**src/design/fklp_pkg.sv**
```systemverilog
// ----------------------------------------------------------------------------
// fklp_pkg: shared definitions of the flag keyword list parser
// Keyword table, flag bit constants and the operation passed from the
// front end to the back end through the queue.
// ----------------------------------------------------------------------------
package fklp_pkg;

  localparam int TABLE_SIZE = 38;
  localparam int NAME_COUNT_DEF = 38;
  localparam int QUEUE_DEPTH = 2;
  localparam int MASK_W = 18;
  localparam int POS_W = 4;
  localparam int MAX_CHARS = 16;

  localparam logic [POS_W-1:0] POS_MAX = 4'd15;
  localparam logic [7:0] CHAR_COMMA = 8'h2C;
  localparam logic [7:0] CHAR_NUL = 8'h00;
  localparam logic [7:0] CHAR_SPACE = 8'h20;
  localparam logic [7:0] CHAR_TAB = 8'h09;
  localparam logic [7:0] CHAR_CR = 8'h0D;

  localparam logic [MASK_W-1:0] F_NONE    = 18'h00000;
  localparam logic [MASK_W-1:0] F_COMPR   = 18'h00004;
  localparam logic [MASK_W-1:0] F_SYNC    = 18'h00008;
  localparam logic [MASK_W-1:0] F_IMMUT   = 18'h00010;
  localparam logic [MASK_W-1:0] F_APPEND  = 18'h00020;
  localparam logic [MASK_W-1:0] F_NODUMP  = 18'h00040;
  localparam logic [MASK_W-1:0] F_NOATIME = 18'h00080;
  localparam logic [MASK_W-1:0] F_DIRSYNC = 18'h10000;
  localparam logic [MASK_W-1:0] F_TOPDIR  = 18'h20000;

  typedef struct packed {
    logic [95:0]       text;
    logic [POS_W-1:0]  len;
    logic [MASK_W-1:0] set_bits;
    logic [MASK_W-1:0] clr_bits;
  } kw_t;

  typedef logic [MAX_CHARS-1:0][7:0] kw_chars_t;

  typedef struct packed {
    logic [7:0] char_byte;
    logic       take;
    logic       blank;
    logic       fin;
    logic       last;
  } op_t;

  function automatic kw_t kw_entry(input int idx);
    kw_t e;
    e = '0;
    unique case (idx)
      0:  e = '{"nodump",       4'd6,  F_NODUMP,  F_NONE};
      1:  e = '{"dump",         4'd4,  F_NONE,    F_NODUMP};
      2:  e = '{"uappnd",       4'd6,  F_APPEND,  F_NONE};
      3:  e = '{"uappend",      4'd7,  F_APPEND,  F_NONE};
      4:  e = '{"appnd",        4'd5,  F_APPEND,  F_NONE};
      5:  e = '{"append",       4'd6,  F_APPEND,  F_NONE};
      6:  e = '{"sappnd",       4'd6,  F_APPEND,  F_NONE};
      7:  e = '{"sappend",      4'd7,  F_APPEND,  F_NONE};
      8:  e = '{"nouappnd",     4'd8,  F_NONE,    F_APPEND};
      9:  e = '{"nouappend",    4'd9,  F_NONE,    F_APPEND};
      10: e = '{"noappnd",      4'd7,  F_NONE,    F_APPEND};
      11: e = '{"noappend",     4'd8,  F_NONE,    F_APPEND};
      12: e = '{"nosappnd",     4'd8,  F_NONE,    F_APPEND};
      13: e = '{"nosappend",    4'd9,  F_NONE,    F_APPEND};
      14: e = '{"uchg",         4'd4,  F_IMMUT,   F_NONE};
      15: e = '{"uimmutable",   4'd10, F_IMMUT,   F_NONE};
      16: e = '{"chg",          4'd3,  F_IMMUT,   F_NONE};
      17: e = '{"immutable",    4'd9,  F_IMMUT,   F_NONE};
      18: e = '{"schg",         4'd4,  F_IMMUT,   F_NONE};
      19: e = '{"simmutable",   4'd10, F_IMMUT,   F_NONE};
      20: e = '{"nouchg",       4'd6,  F_NONE,    F_IMMUT};
      21: e = '{"nouimmutable", 4'd12, F_NONE,    F_IMMUT};
      22: e = '{"nochg",        4'd5,  F_NONE,    F_IMMUT};
      23: e = '{"noimmutable",  4'd11, F_NONE,    F_IMMUT};
      24: e = '{"noschg",       4'd6,  F_NONE,    F_IMMUT};
      25: e = '{"nosimmutable", 4'd12, F_NONE,    F_IMMUT};
      26: e = '{"noatime",      4'd7,  F_NOATIME, F_NONE};
      27: e = '{"atime",        4'd5,  F_NONE,    F_NOATIME};
      28: e = '{"sync",         4'd4,  F_SYNC,    F_NONE};
      29: e = '{"nosync",       4'd6,  F_NONE,    F_SYNC};
      30: e = '{"dirsync",      4'd7,  F_DIRSYNC, F_NONE};
      31: e = '{"nodirsync",    4'd9,  F_NONE,    F_DIRSYNC};
      32: e = '{"topdir",       4'd6,  F_TOPDIR,  F_NONE};
      33: e = '{"notopdir",     4'd8,  F_NONE,    F_TOPDIR};
      34: e = '{"compr",        4'd5,  F_COMPR,   F_NONE};
      35: e = '{"compress",     4'd8,  F_COMPR,   F_NONE};
      36: e = '{"nocompr",      4'd7,  F_NONE,    F_COMPR};
      37: e = '{"nocompress",   4'd10, F_NONE,    F_COMPR};
      default: e = '0;
    endcase
    return e;
  endfunction

  // Entry p holds the keyword byte at token position p, zero past the end.
  function automatic kw_chars_t kw_chars(input int idx);
    kw_t e;
    kw_chars_t r;
    int n;
    e = kw_entry(idx);
    r = '0;
    n = int'(e.len);
    for (int p = 0; p < MAX_CHARS; p++) begin
      if (p < n) begin
        r[p] = e.text[(n-1-p)*8 +: 8];
      end
    end
    return r;
  endfunction

endpackage

```
**src/design/fklp_fifo.sv**
```systemverilog
// ----------------------------------------------------------------------------
// fklp_fifo: small register queue
// Decouples the classifying front end from the matching back end.
// ----------------------------------------------------------------------------
module fklp_fifo #(
  parameter int WIDTH = 12,
  parameter int DEPTH = fklp_pkg::QUEUE_DEPTH
) (
  input  logic             clk,
  input  logic             rst_n,
  input  logic             wr_valid,
  output logic             wr_ready,
  input  logic [WIDTH-1:0] wr_data,
  output logic             rd_valid,
  input  logic             rd_ready,
  output logic [WIDTH-1:0] rd_data
);

  localparam int PTR_W = (DEPTH > 1) ? $clog2(DEPTH) : 1;
  localparam int CNT_W = $clog2(DEPTH + 1);
  localparam logic [CNT_W-1:0] FULL_CNT = CNT_W'(DEPTH);
  localparam logic [PTR_W-1:0] LAST_PTR = PTR_W'(DEPTH - 1);

  logic [WIDTH-1:0] mem_r [DEPTH];
  logic [PTR_W-1:0] wr_ptr_r, wr_ptr_nxt;
  logic [PTR_W-1:0] rd_ptr_r, rd_ptr_nxt;
  logic [CNT_W-1:0] cnt_r, cnt_nxt;
  logic             push, pop;

  assign wr_ready = (cnt_r != FULL_CNT);
  assign rd_valid = (cnt_r != '0);
  assign rd_data  = mem_r[rd_ptr_r];
  assign push     = wr_valid && wr_ready;
  assign pop      = rd_valid && rd_ready;

  always_comb begin
    wr_ptr_nxt = wr_ptr_r;
    rd_ptr_nxt = rd_ptr_r;
    cnt_nxt    = cnt_r;
    if (push) begin
      wr_ptr_nxt = (wr_ptr_r == LAST_PTR) ? '0 : wr_ptr_r + 1'b1;
    end
    if (pop) begin
      rd_ptr_nxt = (rd_ptr_r == LAST_PTR) ? '0 : rd_ptr_r + 1'b1;
    end
    if (push && !pop) begin
      cnt_nxt = cnt_r + 1'b1;
    end else if (pop && !push) begin
      cnt_nxt = cnt_r - 1'b1;
    end
  end

  always_ff @(posedge clk) begin
    if (!rst_n) begin
      wr_ptr_r <= '0;
      rd_ptr_r <= '0;
      cnt_r    <= '0;
    end else begin
      wr_ptr_r <= wr_ptr_nxt;
      rd_ptr_r <= rd_ptr_nxt;
      cnt_r    <= cnt_nxt;
    end
  end

  always_ff @(posedge clk) begin
    if (push) begin
      mem_r[wr_ptr_r] <= wr_data;
    end
  end

endmodule

```
**src/design/fklp_front.sv**
```systemverilog
// ----------------------------------------------------------------------------
// fklp_front: byte classifier
// Accepts string bytes, tracks the string end and turns each byte up to a zero
// byte, and the last byte, into a take, finish or result op for the back end.
// ----------------------------------------------------------------------------
module fklp_front (
  input  logic             clk,
  input  logic             rst_n,
  input  logic             in_valid,
  output logic             in_ready,
  input  logic [7:0]       in_char_byte,
  input  logic             in_is_last,
  output logic             op_valid,
  input  logic             op_ready,
  output fklp_pkg::op_t    op_data
);

  logic ended_r, ended_nxt;
  logic accept, is_nul, is_comma, is_blank;

  assign accept   = in_valid && in_ready;
  assign is_nul   = (in_char_byte == fklp_pkg::CHAR_NUL);
  assign is_comma = (in_char_byte == fklp_pkg::CHAR_COMMA);
  assign is_blank = (in_char_byte == fklp_pkg::CHAR_SPACE) ||
                    ((in_char_byte >= fklp_pkg::CHAR_TAB) &&
                     (in_char_byte <= fklp_pkg::CHAR_CR));

  always_comb begin
    op_data.char_byte = in_char_byte;
    op_data.blank     = is_blank;
    op_data.last      = in_is_last;
    op_data.take      = !ended_r && !is_nul && !is_comma;
    op_data.fin       = !ended_r && (is_nul || is_comma || in_is_last);
  end

  assign in_ready = op_ready;
  assign op_valid = in_valid && (op_data.take || op_data.fin || op_data.last);

  always_comb begin
    ended_nxt = ended_r;
    if (accept) begin
      if (in_is_last) begin
        ended_nxt = 1'b0;
      end else if (is_nul) begin
        ended_nxt = 1'b1;
      end
    end
  end

  always_ff @(posedge clk) begin
    if (!rst_n) begin
      ended_r <= 1'b0;
    end else begin
      ended_r <= ended_nxt;
    end
  end

endmodule

```
**src/design/fklp_back.sv**
```systemverilog
// ----------------------------------------------------------------------------
// fklp_back: keyword matcher and accumulator
// Narrows the candidate set per byte, checks lengths at the token end,
// accumulates the masks and holds the result in an output register.
// ----------------------------------------------------------------------------
module fklp_back #(
  parameter int NAME_COUNT = fklp_pkg::NAME_COUNT_DEF
) (
  input  logic                        clk,
  input  logic                        rst_n,
  input  logic                        op_valid,
  output logic                        op_ready,
  input  fklp_pkg::op_t               op_data,
  output logic                        out_valid,
  input  logic                        out_ready,
  output logic [fklp_pkg::MASK_W-1:0] out_set_mask,
  output logic [fklp_pkg::MASK_W-1:0] out_clear_mask,
  output logic                        out_status
);

  localparam int MW = fklp_pkg::MASK_W;
  localparam int PW = fklp_pkg::POS_W;

  logic [NAME_COUNT-1:0] hits_r, hits_nxt, hits_mid, same_vec, match_vec;
  logic [PW-1:0]         pos_r, pos_nxt, pos_mid;
  logic                  body_r, body_nxt, body_mid;
  logic                  started_r, started_nxt, started_mid;
  logic [MW-1:0]         set_r, set_nxt, clr_r, clr_nxt;
  logic                  err_r, err_nxt;
  logic                  out_valid_r, out_valid_nxt;
  logic [MW-1:0]         out_set_r, out_clr_r;
  logic                  out_status_r;
  logic [MW-1:0]         set_sel [NAME_COUNT];
  logic [MW-1:0]         clr_sel [NAME_COUNT];
  logic [MW-1:0]         set_hit, clr_hit;
  logic                  pop, step;

  genvar gi;
  generate
    for (gi = 0; gi < NAME_COUNT; gi++) begin : g_name
      if (gi < fklp_pkg::TABLE_SIZE) begin : g_used
        localparam fklp_pkg::kw_t       KW = fklp_pkg::kw_entry(gi);
        localparam fklp_pkg::kw_chars_t CH = fklp_pkg::kw_chars(gi);
        assign same_vec[gi]  = (CH[pos_r] == op_data.char_byte);
        assign match_vec[gi] = hits_mid[gi] && (KW.len == pos_mid);
        assign set_sel[gi]   = match_vec[gi] ? KW.set_bits : '0;
        assign clr_sel[gi]   = match_vec[gi] ? KW.clr_bits : '0;
      end else begin : g_unused
        assign same_vec[gi]  = 1'b0;
        assign match_vec[gi] = 1'b0;
        assign set_sel[gi]   = '0;
        assign clr_sel[gi]   = '0;
      end
    end
  endgenerate

  always_comb begin
    set_hit = '0;
    clr_hit = '0;
    for (int i = 0; i < NAME_COUNT; i++) begin
      set_hit = set_hit | set_sel[i];
      clr_hit = clr_hit | clr_sel[i];
    end
  end

  assign op_ready = !op_data.last || !out_valid_r || out_ready;
  assign pop      = op_valid && op_ready;
  assign step     = op_data.take && (body_r || !op_data.blank);

  always_comb begin
    started_mid = started_r | op_data.take;
    body_mid    = body_r;
    hits_mid    = hits_r;
    pos_mid     = pos_r;
    if (step) begin
      body_mid = 1'b1;
      hits_mid = hits_r & same_vec;
      pos_mid  = (pos_r == fklp_pkg::POS_MAX) ? pos_r : pos_r + 1'b1;
    end
  end

  always_comb begin
    hits_nxt      = hits_r;
    pos_nxt       = pos_r;
    body_nxt      = body_r;
    started_nxt   = started_r;
    set_nxt       = set_r;
    clr_nxt       = clr_r;
    err_nxt       = err_r;
    out_valid_nxt = out_valid_r && !out_ready;
    if (pop) begin
      hits_nxt    = hits_mid;
      pos_nxt     = pos_mid;
      body_nxt    = body_mid;
      started_nxt = started_mid;
      if (op_data.fin) begin
        if (!err_r && started_mid) begin
          if (body_mid && (match_vec != '0)) begin
            set_nxt = set_r | set_hit;
            clr_nxt = clr_r | clr_hit;
          end else begin
            err_nxt = 1'b1;
          end
        end
        hits_nxt    = '1;
        pos_nxt     = '0;
        body_nxt    = 1'b0;
        started_nxt = 1'b0;
      end
      if (op_data.last) begin
        out_valid_nxt = 1'b1;
        hits_nxt      = '1;
        pos_nxt       = '0;
        body_nxt      = 1'b0;
        started_nxt   = 1'b0;
        set_nxt       = '0;
        clr_nxt       = '0;
        err_nxt       = 1'b0;
      end
    end
  end

  always_ff @(posedge clk) begin
    if (!rst_n) begin
      hits_r      <= '1;
      pos_r       <= '0;
      body_r      <= 1'b0;
      started_r   <= 1'b0;
      set_r       <= '0;
      clr_r       <= '0;
      err_r       <= 1'b0;
      out_valid_r <= 1'b0;
    end else begin
      hits_r      <= hits_nxt;
      pos_r       <= pos_nxt;
      body_r      <= body_nxt;
      started_r   <= started_nxt;
      set_r       <= set_nxt;
      clr_r       <= clr_nxt;
      err_r       <= err_nxt;
      out_valid_r <= out_valid_nxt;
    end
  end

  always_ff @(posedge clk) begin
    if (pop && op_data.last) begin
      out_set_r    <= (op_data.fin && !err_r) ? (set_r | set_hit) : set_r;
      out_clr_r    <= (op_data.fin && !err_r) ? (clr_r | clr_hit) : clr_r;
      out_status_r <= err_r || (op_data.fin && started_mid &&
                                !(body_mid && (match_vec != '0)));
    end
  end

  assign out_valid      = out_valid_r;
  assign out_set_mask   = out_set_r;
  assign out_clear_mask = out_clr_r;
  assign out_status     = out_status_r;

endmodule

```
**src/design/flag_keyword_list_parser_core.sv**
```systemverilog
// ----------------------------------------------------------------------------
// flag_keyword_list_parser_core: comma-separated flag keyword parser
// Parses a byte stream of keywords into set and clear flag masks.
// ----------------------------------------------------------------------------
// Usage:
// The input channel (in_valid, in_ready, in_char_byte, in_is_last) takes one
// string byte per transfer. Keywords are separated by commas, and a zero byte
// ends the string; bytes after it are ignored until in_is_last is seen.
// A transfer with in_is_last high closes the string and yields one result on
// the output channel (out_set_mask, out_clear_mask, out_status); status is
// set when a whitespace-only or unknown keyword occurred.
// Throughput is one byte per cycle while the back end is not held by a stalled
// result on the output. With an empty queue the last byte is written into the
// queue register, then moves through the matcher into the output register,
// where the result becomes valid. When the receiver stalls, bytes keep
// flowing until a second last byte reaches the matcher and the queue fills;
// then in_ready drops.
// Reset empties the queue, clears the parser state and drops out_valid.
// ----------------------------------------------------------------------------
module flag_keyword_list_parser_core #(
  parameter int NAME_COUNT = fklp_pkg::NAME_COUNT_DEF
) (
  input  logic                        clk,
  input  logic                        rst_n,
  input  logic                        in_valid,
  output logic                        in_ready,
  input  logic [7:0]                  in_char_byte,
  input  logic                        in_is_last,
  output logic                        out_valid,
  input  logic                        out_ready,
  output logic [fklp_pkg::MASK_W-1:0] out_set_mask,
  output logic [fklp_pkg::MASK_W-1:0] out_clear_mask,
  output logic                        out_status
);

  localparam int OP_W = $bits(fklp_pkg::op_t);

  fklp_pkg::op_t front_op, back_op;
  logic          front_valid, front_ready, back_valid, back_ready;
  logic [OP_W-1:0] back_bits;

  fklp_front u_front (
    .clk          (clk),
    .rst_n        (rst_n),
    .in_valid     (in_valid),
    .in_ready     (in_ready),
    .in_char_byte (in_char_byte),
    .in_is_last   (in_is_last),
    .op_valid     (front_valid),
    .op_ready     (front_ready),
    .op_data      (front_op)
  );

  fklp_fifo #(
    .WIDTH (OP_W),
    .DEPTH (fklp_pkg::QUEUE_DEPTH)
  ) u_queue (
    .clk      (clk),
    .rst_n    (rst_n),
    .wr_valid (front_valid),
    .wr_ready (front_ready),
    .wr_data  (front_op),
    .rd_valid (back_valid),
    .rd_ready (back_ready),
    .rd_data  (back_bits)
  );

  assign back_op = back_bits;

  fklp_back #(
    .NAME_COUNT (NAME_COUNT)
  ) u_back (
    .clk            (clk),
    .rst_n          (rst_n),
    .op_valid       (back_valid),
    .op_ready       (back_ready),
    .op_data        (back_op),
    .out_valid      (out_valid),
    .out_ready      (out_ready),
    .out_set_mask   (out_set_mask),
    .out_clear_mask (out_clear_mask),
    .out_status     (out_status)
  );

endmodule

```
**config.mk**
```make
export PLATFORM = sky130hd
export DESIGN_NAME = flag_keyword_list_parser_core
export DESIGN_NICKNAME = d
export VERILOG_FILES = /design/src/design/fklp_pkg.sv /design/src/design/fklp_fifo.sv /design/src/design/fklp_front.sv /design/src/design/fklp_back.sv /design/src/design/flag_keyword_list_parser_core.sv
export SDC_FILE = /design/constraint.sdc
export NUM_CORES = 1
export LEC_CHECK = 0
export BUFFER_PORTS_ARGS = -buffer_cell sky130_fd_sc_hd__buf_2
export CAP_MARGIN = 0
export CELL_PAD_IN_SITES_DETAIL_PLACEMENT = 1
export CELL_PAD_IN_SITES_GLOBAL_PLACEMENT = 1
export CORE_ASPECT_RATIO = 1.2
export CORE_MARGIN = 3
export CORE_UTILIZATION = 50
export CTS_BUF_LIST = sky130_fd_sc_hd__clkbuf_8
export CTS_CLUSTER_SIZE = 14
export DETAILED_ROUTE_END_ITERATION = 8
export PLACE_DENSITY_LB_ADDON = 0.1
export SYNTH_ARGS = -nofsm -noshare
export SYNTH_HDL_FRONTEND = slang
export SYNTH_HIERARCHICAL = 1
export SYNTH_SLANG_ARGS = --single-unit
export TNS_END_PERCENT = 50
```
**constraint.sdc**
```tcl
create_clock -name clk -period 3.9 [get_ports clk]
set_input_delay 0.78 -clock clk [delete_from_list [all_inputs] [get_ports clk]]
set_output_delay 0.78 -clock clk [all_outputs]
set_load 0.1 [all_outputs]
```
---- Word level (Yosys, flattened, before mapping) ----
Memory sizes are Yosys's and may differ from the RTL's. A register that Yosys moved wholly into a read port is not among the register bits.
Index checks and enable logic that the tools add are counted.
storage, ports and cells
  register bits ........................... 124
  RAM bits ................................ 24
  memory bits (read-only) ................. 4864
  bits of input ports ..................... 13
  output and inout bits ................... 39
  logic and storage cells ................. 432
  memories ................................ 39
memory list
  name              depth  bits a word  read ports  clocked after memory_dff  wr ports  line             source
  (name not given)  16     8            1           1                         0         fklp_back.sv:44  assign same_vec[gi] = (CH[pos_r] == op_data.char_byte);
  (name not given)  16     8            1           1                         0         fklp_back.sv:44
  (name not given)  16     8            1           1                         0         fklp_back.sv:44
  (name not given)  16     8            1           1                         0         fklp_back.sv:44
  (name not given)  16     8            1           1                         0         fklp_back.sv:44
  (name not given)  16     8            1           1                         0         fklp_back.sv:44
  +33 memories      -      -            -           -                         -         -
operators by class
  add/sub/neg operators ................... 5
  magnitude comparators ................... 3
  eq/ne operators ......................... 53
  multiplexer cells ....................... 190
  bitwise logic cells ..................... 40
  reduce and logical (&&, ||, !) cells .... 87
operators by type and width
  kind                                                  count
  bitwise OR 18 bit                                     38
  two-way mux 4 bit                                     82
  two-way mux 8 bit                                     40
  equality test 8 bit                                   38
  two-way mux 18 bit                                    12
  two-way mux 38 bit                                    3
  two-way mux 6 bit                                     12
  two-way mux 5 bit                                     12
  logical AND 1 bit                                     56
  AND 38 bit                                            1
  nonzero test 38 bit                                   1
  two-way mux 17 bit                                    2
  equality test 4 bit (first input constant)            5
  two-way mux 1 bit                                     19
  equality test 3 x 4 -> 1 bit (first input constant)   4
  equality test 8 x 6 -> 1 bit (second input constant)  2
  two-way mux 7 bit                                     2
  two-way mux 3 bit                                     4
  nonzero test 2 bit                                    6
  zero test 1 bit                                       11
  logical OR 1 bit                                      9
  >= comparator 8 x 4 -> 1 bit (second input constant)  1
  <= comparator 8 x 4 -> 1 bit (second input constant)  1
  zero test 8 bit                                       1
  other kinds (13)                                      16

---- Longest topological paths before layout ----
  word-level depth ........................ 30
  gate-level depth with buffers ........... 15
  gate-level depth less buffers ........... 12

---- Modules after synthesis ----
Netlist, hierarchy kept.
modules (own cells, without submodules)
  module      times used  cells an instance  area each (um^2)  seq. area each (um^2)
  fklp_back   1           1008               8949.8            3933.8
  fklp_fifo   1           61                 1103.6            820.8
  fklp_front  1           30                 241.5             20.0

---- Worst setup path after synthesis ----
Ideal clock, no wire load.
  path kind ............................... register -> register
  start point ............................. register u_back.out_valid_r, in the netlist u_back/out_valid
  end point ............................... register (tool-made name)
  setup time .............................. 0.120 ns
  arrival time ............................ 3.050 ns
  required time ........................... 3.780 ns
  setup slack ............................. 0.730 ns
  stages on the path, launching flop included .. 12
  path buffers ............................ 1
  clock period less this slack ............ 3.170 ns
  cells stage by stage .................... dfxtp_1 nand3b_1 and2_1 clkbuf_1 o21ai_0 a32o_1 nand2_1 inv_1 ha_1 nand2b_1 inv_2 a211o_1
RTL lines
  what                    line              source
  start, declared         fklp_back.sv:30   logic out_valid_r, out_valid_nxt;
  start signal, assigned  fklp_back.sv:141  out_valid_r <= out_valid_nxt;

==> results by group <==
STA
  • Normalized max-slew margin: 46.4%
  • Skew final: 16.4 ps
  • Slew at the pin with the worst max-slew slack: 802 ps
  • Final count of pins violating max slew: 0
  • Unrepaired setup endpoints after global routing: no
  • Period Utilization, post-route: 89.9%
  • Max Fclk: 0.285 GHz
  • Count of endpoints failing setup in the final report: 0
  • Final number of hold-violating endpoints: 0
  • Setup tns final: 0 ps
  • Final worst-path setup slack: 395 ps
  • Final critical path time including I/O delays and setup: 3500 ps

Clock tree
  • Total CTS buffers: 38
  • Root buf cell: sky130_fd_sc_hd__clkbuf_8
  • CTS HTree Levels: 2
  • Number of setup buffers added after CTS: 0
  • Clock tree from TritonCTS: done
  • Buffer levels on the longest clock path: 3
  • Post_cts resized: 0
  • Clock insertion delay at the later pin of the skew report: 530 ps
  • Total clock sinks: 218
  • Clock input transition at the sequential cells of the worst setup and hold paths: 60 ps
  • Number of buffers inserted for hold repair after clock tree synthesis: 0

Global routing
  • GRT overflow: 0
  • Gr usage total: 29.2%
  • Largest net degree at the start of global routing: 28
  • Number of antenna violations at the first check in global routing: 0
  • Wire length of the first global-routing pass: 49,900 microns
  • Number of global-route vias before repair: 8,427

Yosys
  • Number of enable-type register cells in the synthesized netlist: 41
  • Synth Warn #: 6
  • Cell area after synthesis: 10,300 sq um
  • Number of storage elements in the synthesis netlist: 218
  • Part of the Yosys area used for sequential elements: 46.4%
  • Fraction of registers with async set/reset: 0%
  • Top FF cell, synth: sky130_fd_sc_hd__dfxtp_1
  • Synthesized area divided by synthesized cell count: 9.37 sq um
  • Number of different library cells in the post-synthesis netlist: 78
  • Count of mapped cells out of synthesis: 1,099

Critical path
  • Category of the worst setup path capture point: flip-flop
  • Largest driver fanout on the critical path: 15
  • WP data required: 4280 ps
  • Type of the worst setup path: reg2reg
  • CP Data Arrival Time: 3880 ps
  • Sort of element at the start of the critical path: flip-flop

Power and ir drop
  • P_leak: 4.66 nW
  • Switching part of the total: 41.7%
  • Part of the power in registers: 35.5%
  • Final total power: 8.15 mW
  • Pwr/cell area: 715 nW/um^2
  • Part of the total power dissipated in the clock network: 24.6%
  • Part of the power in combinational logic: 39.9%
  • Switching power summed over all nets: 3.40 mW
  • Internal Dissipation: 4.75 mW
  • Peak VDD IR: 0.000377 V

Detailed routing
  • Post-detailed-route via-to-cell ratio: 5.78
  • Number of optimization iterations in the first detailed-route pass: 5
  • Vias: 8,246
  • Met1 Wirelength: 13,200 microns
  • Final antenna-violating net count: 0
  • Final wirelength: 32,300 microns
  • Met2 WL: 16,300 microns
  • Average wire length per cell after detail routing: 22.6 microns
  • # DRC: 0
  • Met3 wire length: 1450 microns
  • Top layer reached by signal wires: met4
  • 1st-iter DRT viols: 555

Floorplan
  • Effective utilization at floorplan: 51.7%
  • Die boundary height: 163 microns
  • Number of standard-cell rows in the floorplan: 56
  • Number of top-level pins: 52
  • Width of the die: 137 microns
  • Overall die area: 22,400 sq um
  • Area inside the core boundary: 19,900 sq um

Run
  • Total of max-cap violations: 0

Final layout
  • Final net count: 1,169
  • Most frequent standard cell in the layout excluding fill and tap cells: sky130_fd_sc_hd__dfxtp_1
  • Final Core Density: 57.3%
  • Synthesis-to-layout area growth: 10.7%
  • Non-Filler Instances: 1,427
  • Antenna Cells: 0
  • Leading cell types in the layout, fill and taps excluded: sky130_fd_sc_hd__dfxtp_1, sky130_fd_sc_hd__nand2_1, sky130_fd_sc_hd__xnor2_1
  • Ratio of cells with drive above 1 in the final layout: 14.5%

Placed design
  • Port buffer count: 31
  • Final HPWL DP: 24,300 microns
  • Post-placement setup slack: 286 ps
  • Gpl congestion: 0.923
  • Number of cells in the design after placement: 1,361

Status
  • Result of the run: finished clean

Min path
  • Worst min-delay path category: in2reg
-- kinds of logic (layout without fill, tap and decap cells) --
group           after synthesis  after routing  share of synthesized area [%]
mux                          14             14                           1.63
compound gates              237            237                           15.6
other cells                   1             20                         0.0364
xor+xnor                    132            132                           11.2
simple gates                351            351                           16.9
flops                       218            218                           46.4
buf+inv                     130            178                           6.28
fa+ha+maj                    16             16                           1.94
-- worst max-delay path, stage by stage (launching register included) --
cell and delay [ps]:
sky130_fd_sc_hd__dfxtp_2 490, sky130_fd_sc_hd__mux2_2 480, sky130_fd_sc_hd__and2_1 280, sky130_fd_sc_hd__a31oi_1 460, sky130_fd_sc_hd__nor4_1 150, sky130_fd_sc_hd__o21ai_0 280, sky130_fd_sc_hd__a31oi_1 150, sky130_fd_sc_hd__or3_4 360
sky130_fd_sc_hd__or4_4 550, sky130_fd_sc_hd__o21ai_1 140
-- power groups by stage --
stage | Clock, mW | Sequential (mW) | Combinational [mW]
after global routing | 2.17 | 2.92 | 3.50
after floorplan | 0 | 3.15 | 2.13
after CTS | 2.05 | 2.89 | 3.23
after detailed placement | 0 | 2.93 | 3.21
final | 2.00 | 2.89 | 3.25
after global placement | 0 | 2.91 | 3.15
-- cell type report --
cell class | instances | area, sq um
inverters | 42 | 158
clock buffers | 42 | 578
flip-flops and latches | 218 | 4780
multi-input cells | 770 | 4950
well taps | 261 | 327
clock inverters | 24 | 145
repair buffers | 70 | 460
fillers | 2276 | 8500
-- metal layers --
metal / vias up / GRT usage [%]
met4: 0 / 11.6
met1: 4062 / 36.0
met5: - / 0
met3: 84 / 4.19
met2: 249 / 51.2
li1: 3851 / -
-- synth_stat cells (16+ instances only) --
master / instances / share of area, %
sky130_fd_sc_hd__and2_1: 22 / 1.3
sky130_fd_sc_hd__nand3_1: 29 / 1.4
sky130_fd_sc_hd__nand2_1: 119 / 4.3
sky130_fd_sc_hd__clkbuf_1: 34 / 1.2
sky130_fd_sc_hd__a21oi_1: 48 / 2.3
sky130_fd_sc_hd__buf_4: 32 / 2.3
sky130_fd_sc_hd__nor2_1: 62 / 2.3
sky130_fd_sc_hd__o21ai_0: 52 / 2.5
sky130_fd_sc_hd__o21a_1: 16 / 1.2
sky130_fd_sc_hd__buf_2: 19 / 0.92
sky130_fd_sc_hd__edfxtp_1: 41 / 12
sky130_fd_sc_hd__inv_1: 39 / 1.4
sky130_fd_sc_hd__xor2_1: 50 / 4.3
sky130_fd_sc_hd__xnor2_1: 82 / 7.0
sky130_fd_sc_hd__a211o_1: 19 / 1.6
sky130_fd_sc_hd__nor3_1: 29 / 1.4
sky130_fd_sc_hd__ha_1: 16 / 1.9
sky130_fd_sc_hd__dfxtp_1: 177 / 34
-- through the flow --
step	instance area [sq um]	hold slack [ps]
after floorplan	10400	420
after global placement	10700	429
after detailed placement	10700	442
after CTS	11400	424
after global routing	11400	434
final	11400	446
-- path summary, 6_finish.rpt --
check,startpoint,end,slack [ps],depth (start not counted)
worst max-delay path,flip-flop,u_back/out_status$_DFFE_PP_,400,9
worst min register to register,u_back/hits_r[32]$_SDFFE_PN1P_,u_back/hits_r[32]$_SDFFE_PN1P_,460,1
worst max register to register,flip-flop,u_back/out_status$_DFFE_PP_,400,9
worst min-delay path,in_char_byte[4],u_queue/mem_r[0][8]$_DFFE_PP_,450,1
No activity file was read; power rests on OpenSTA's default activity.
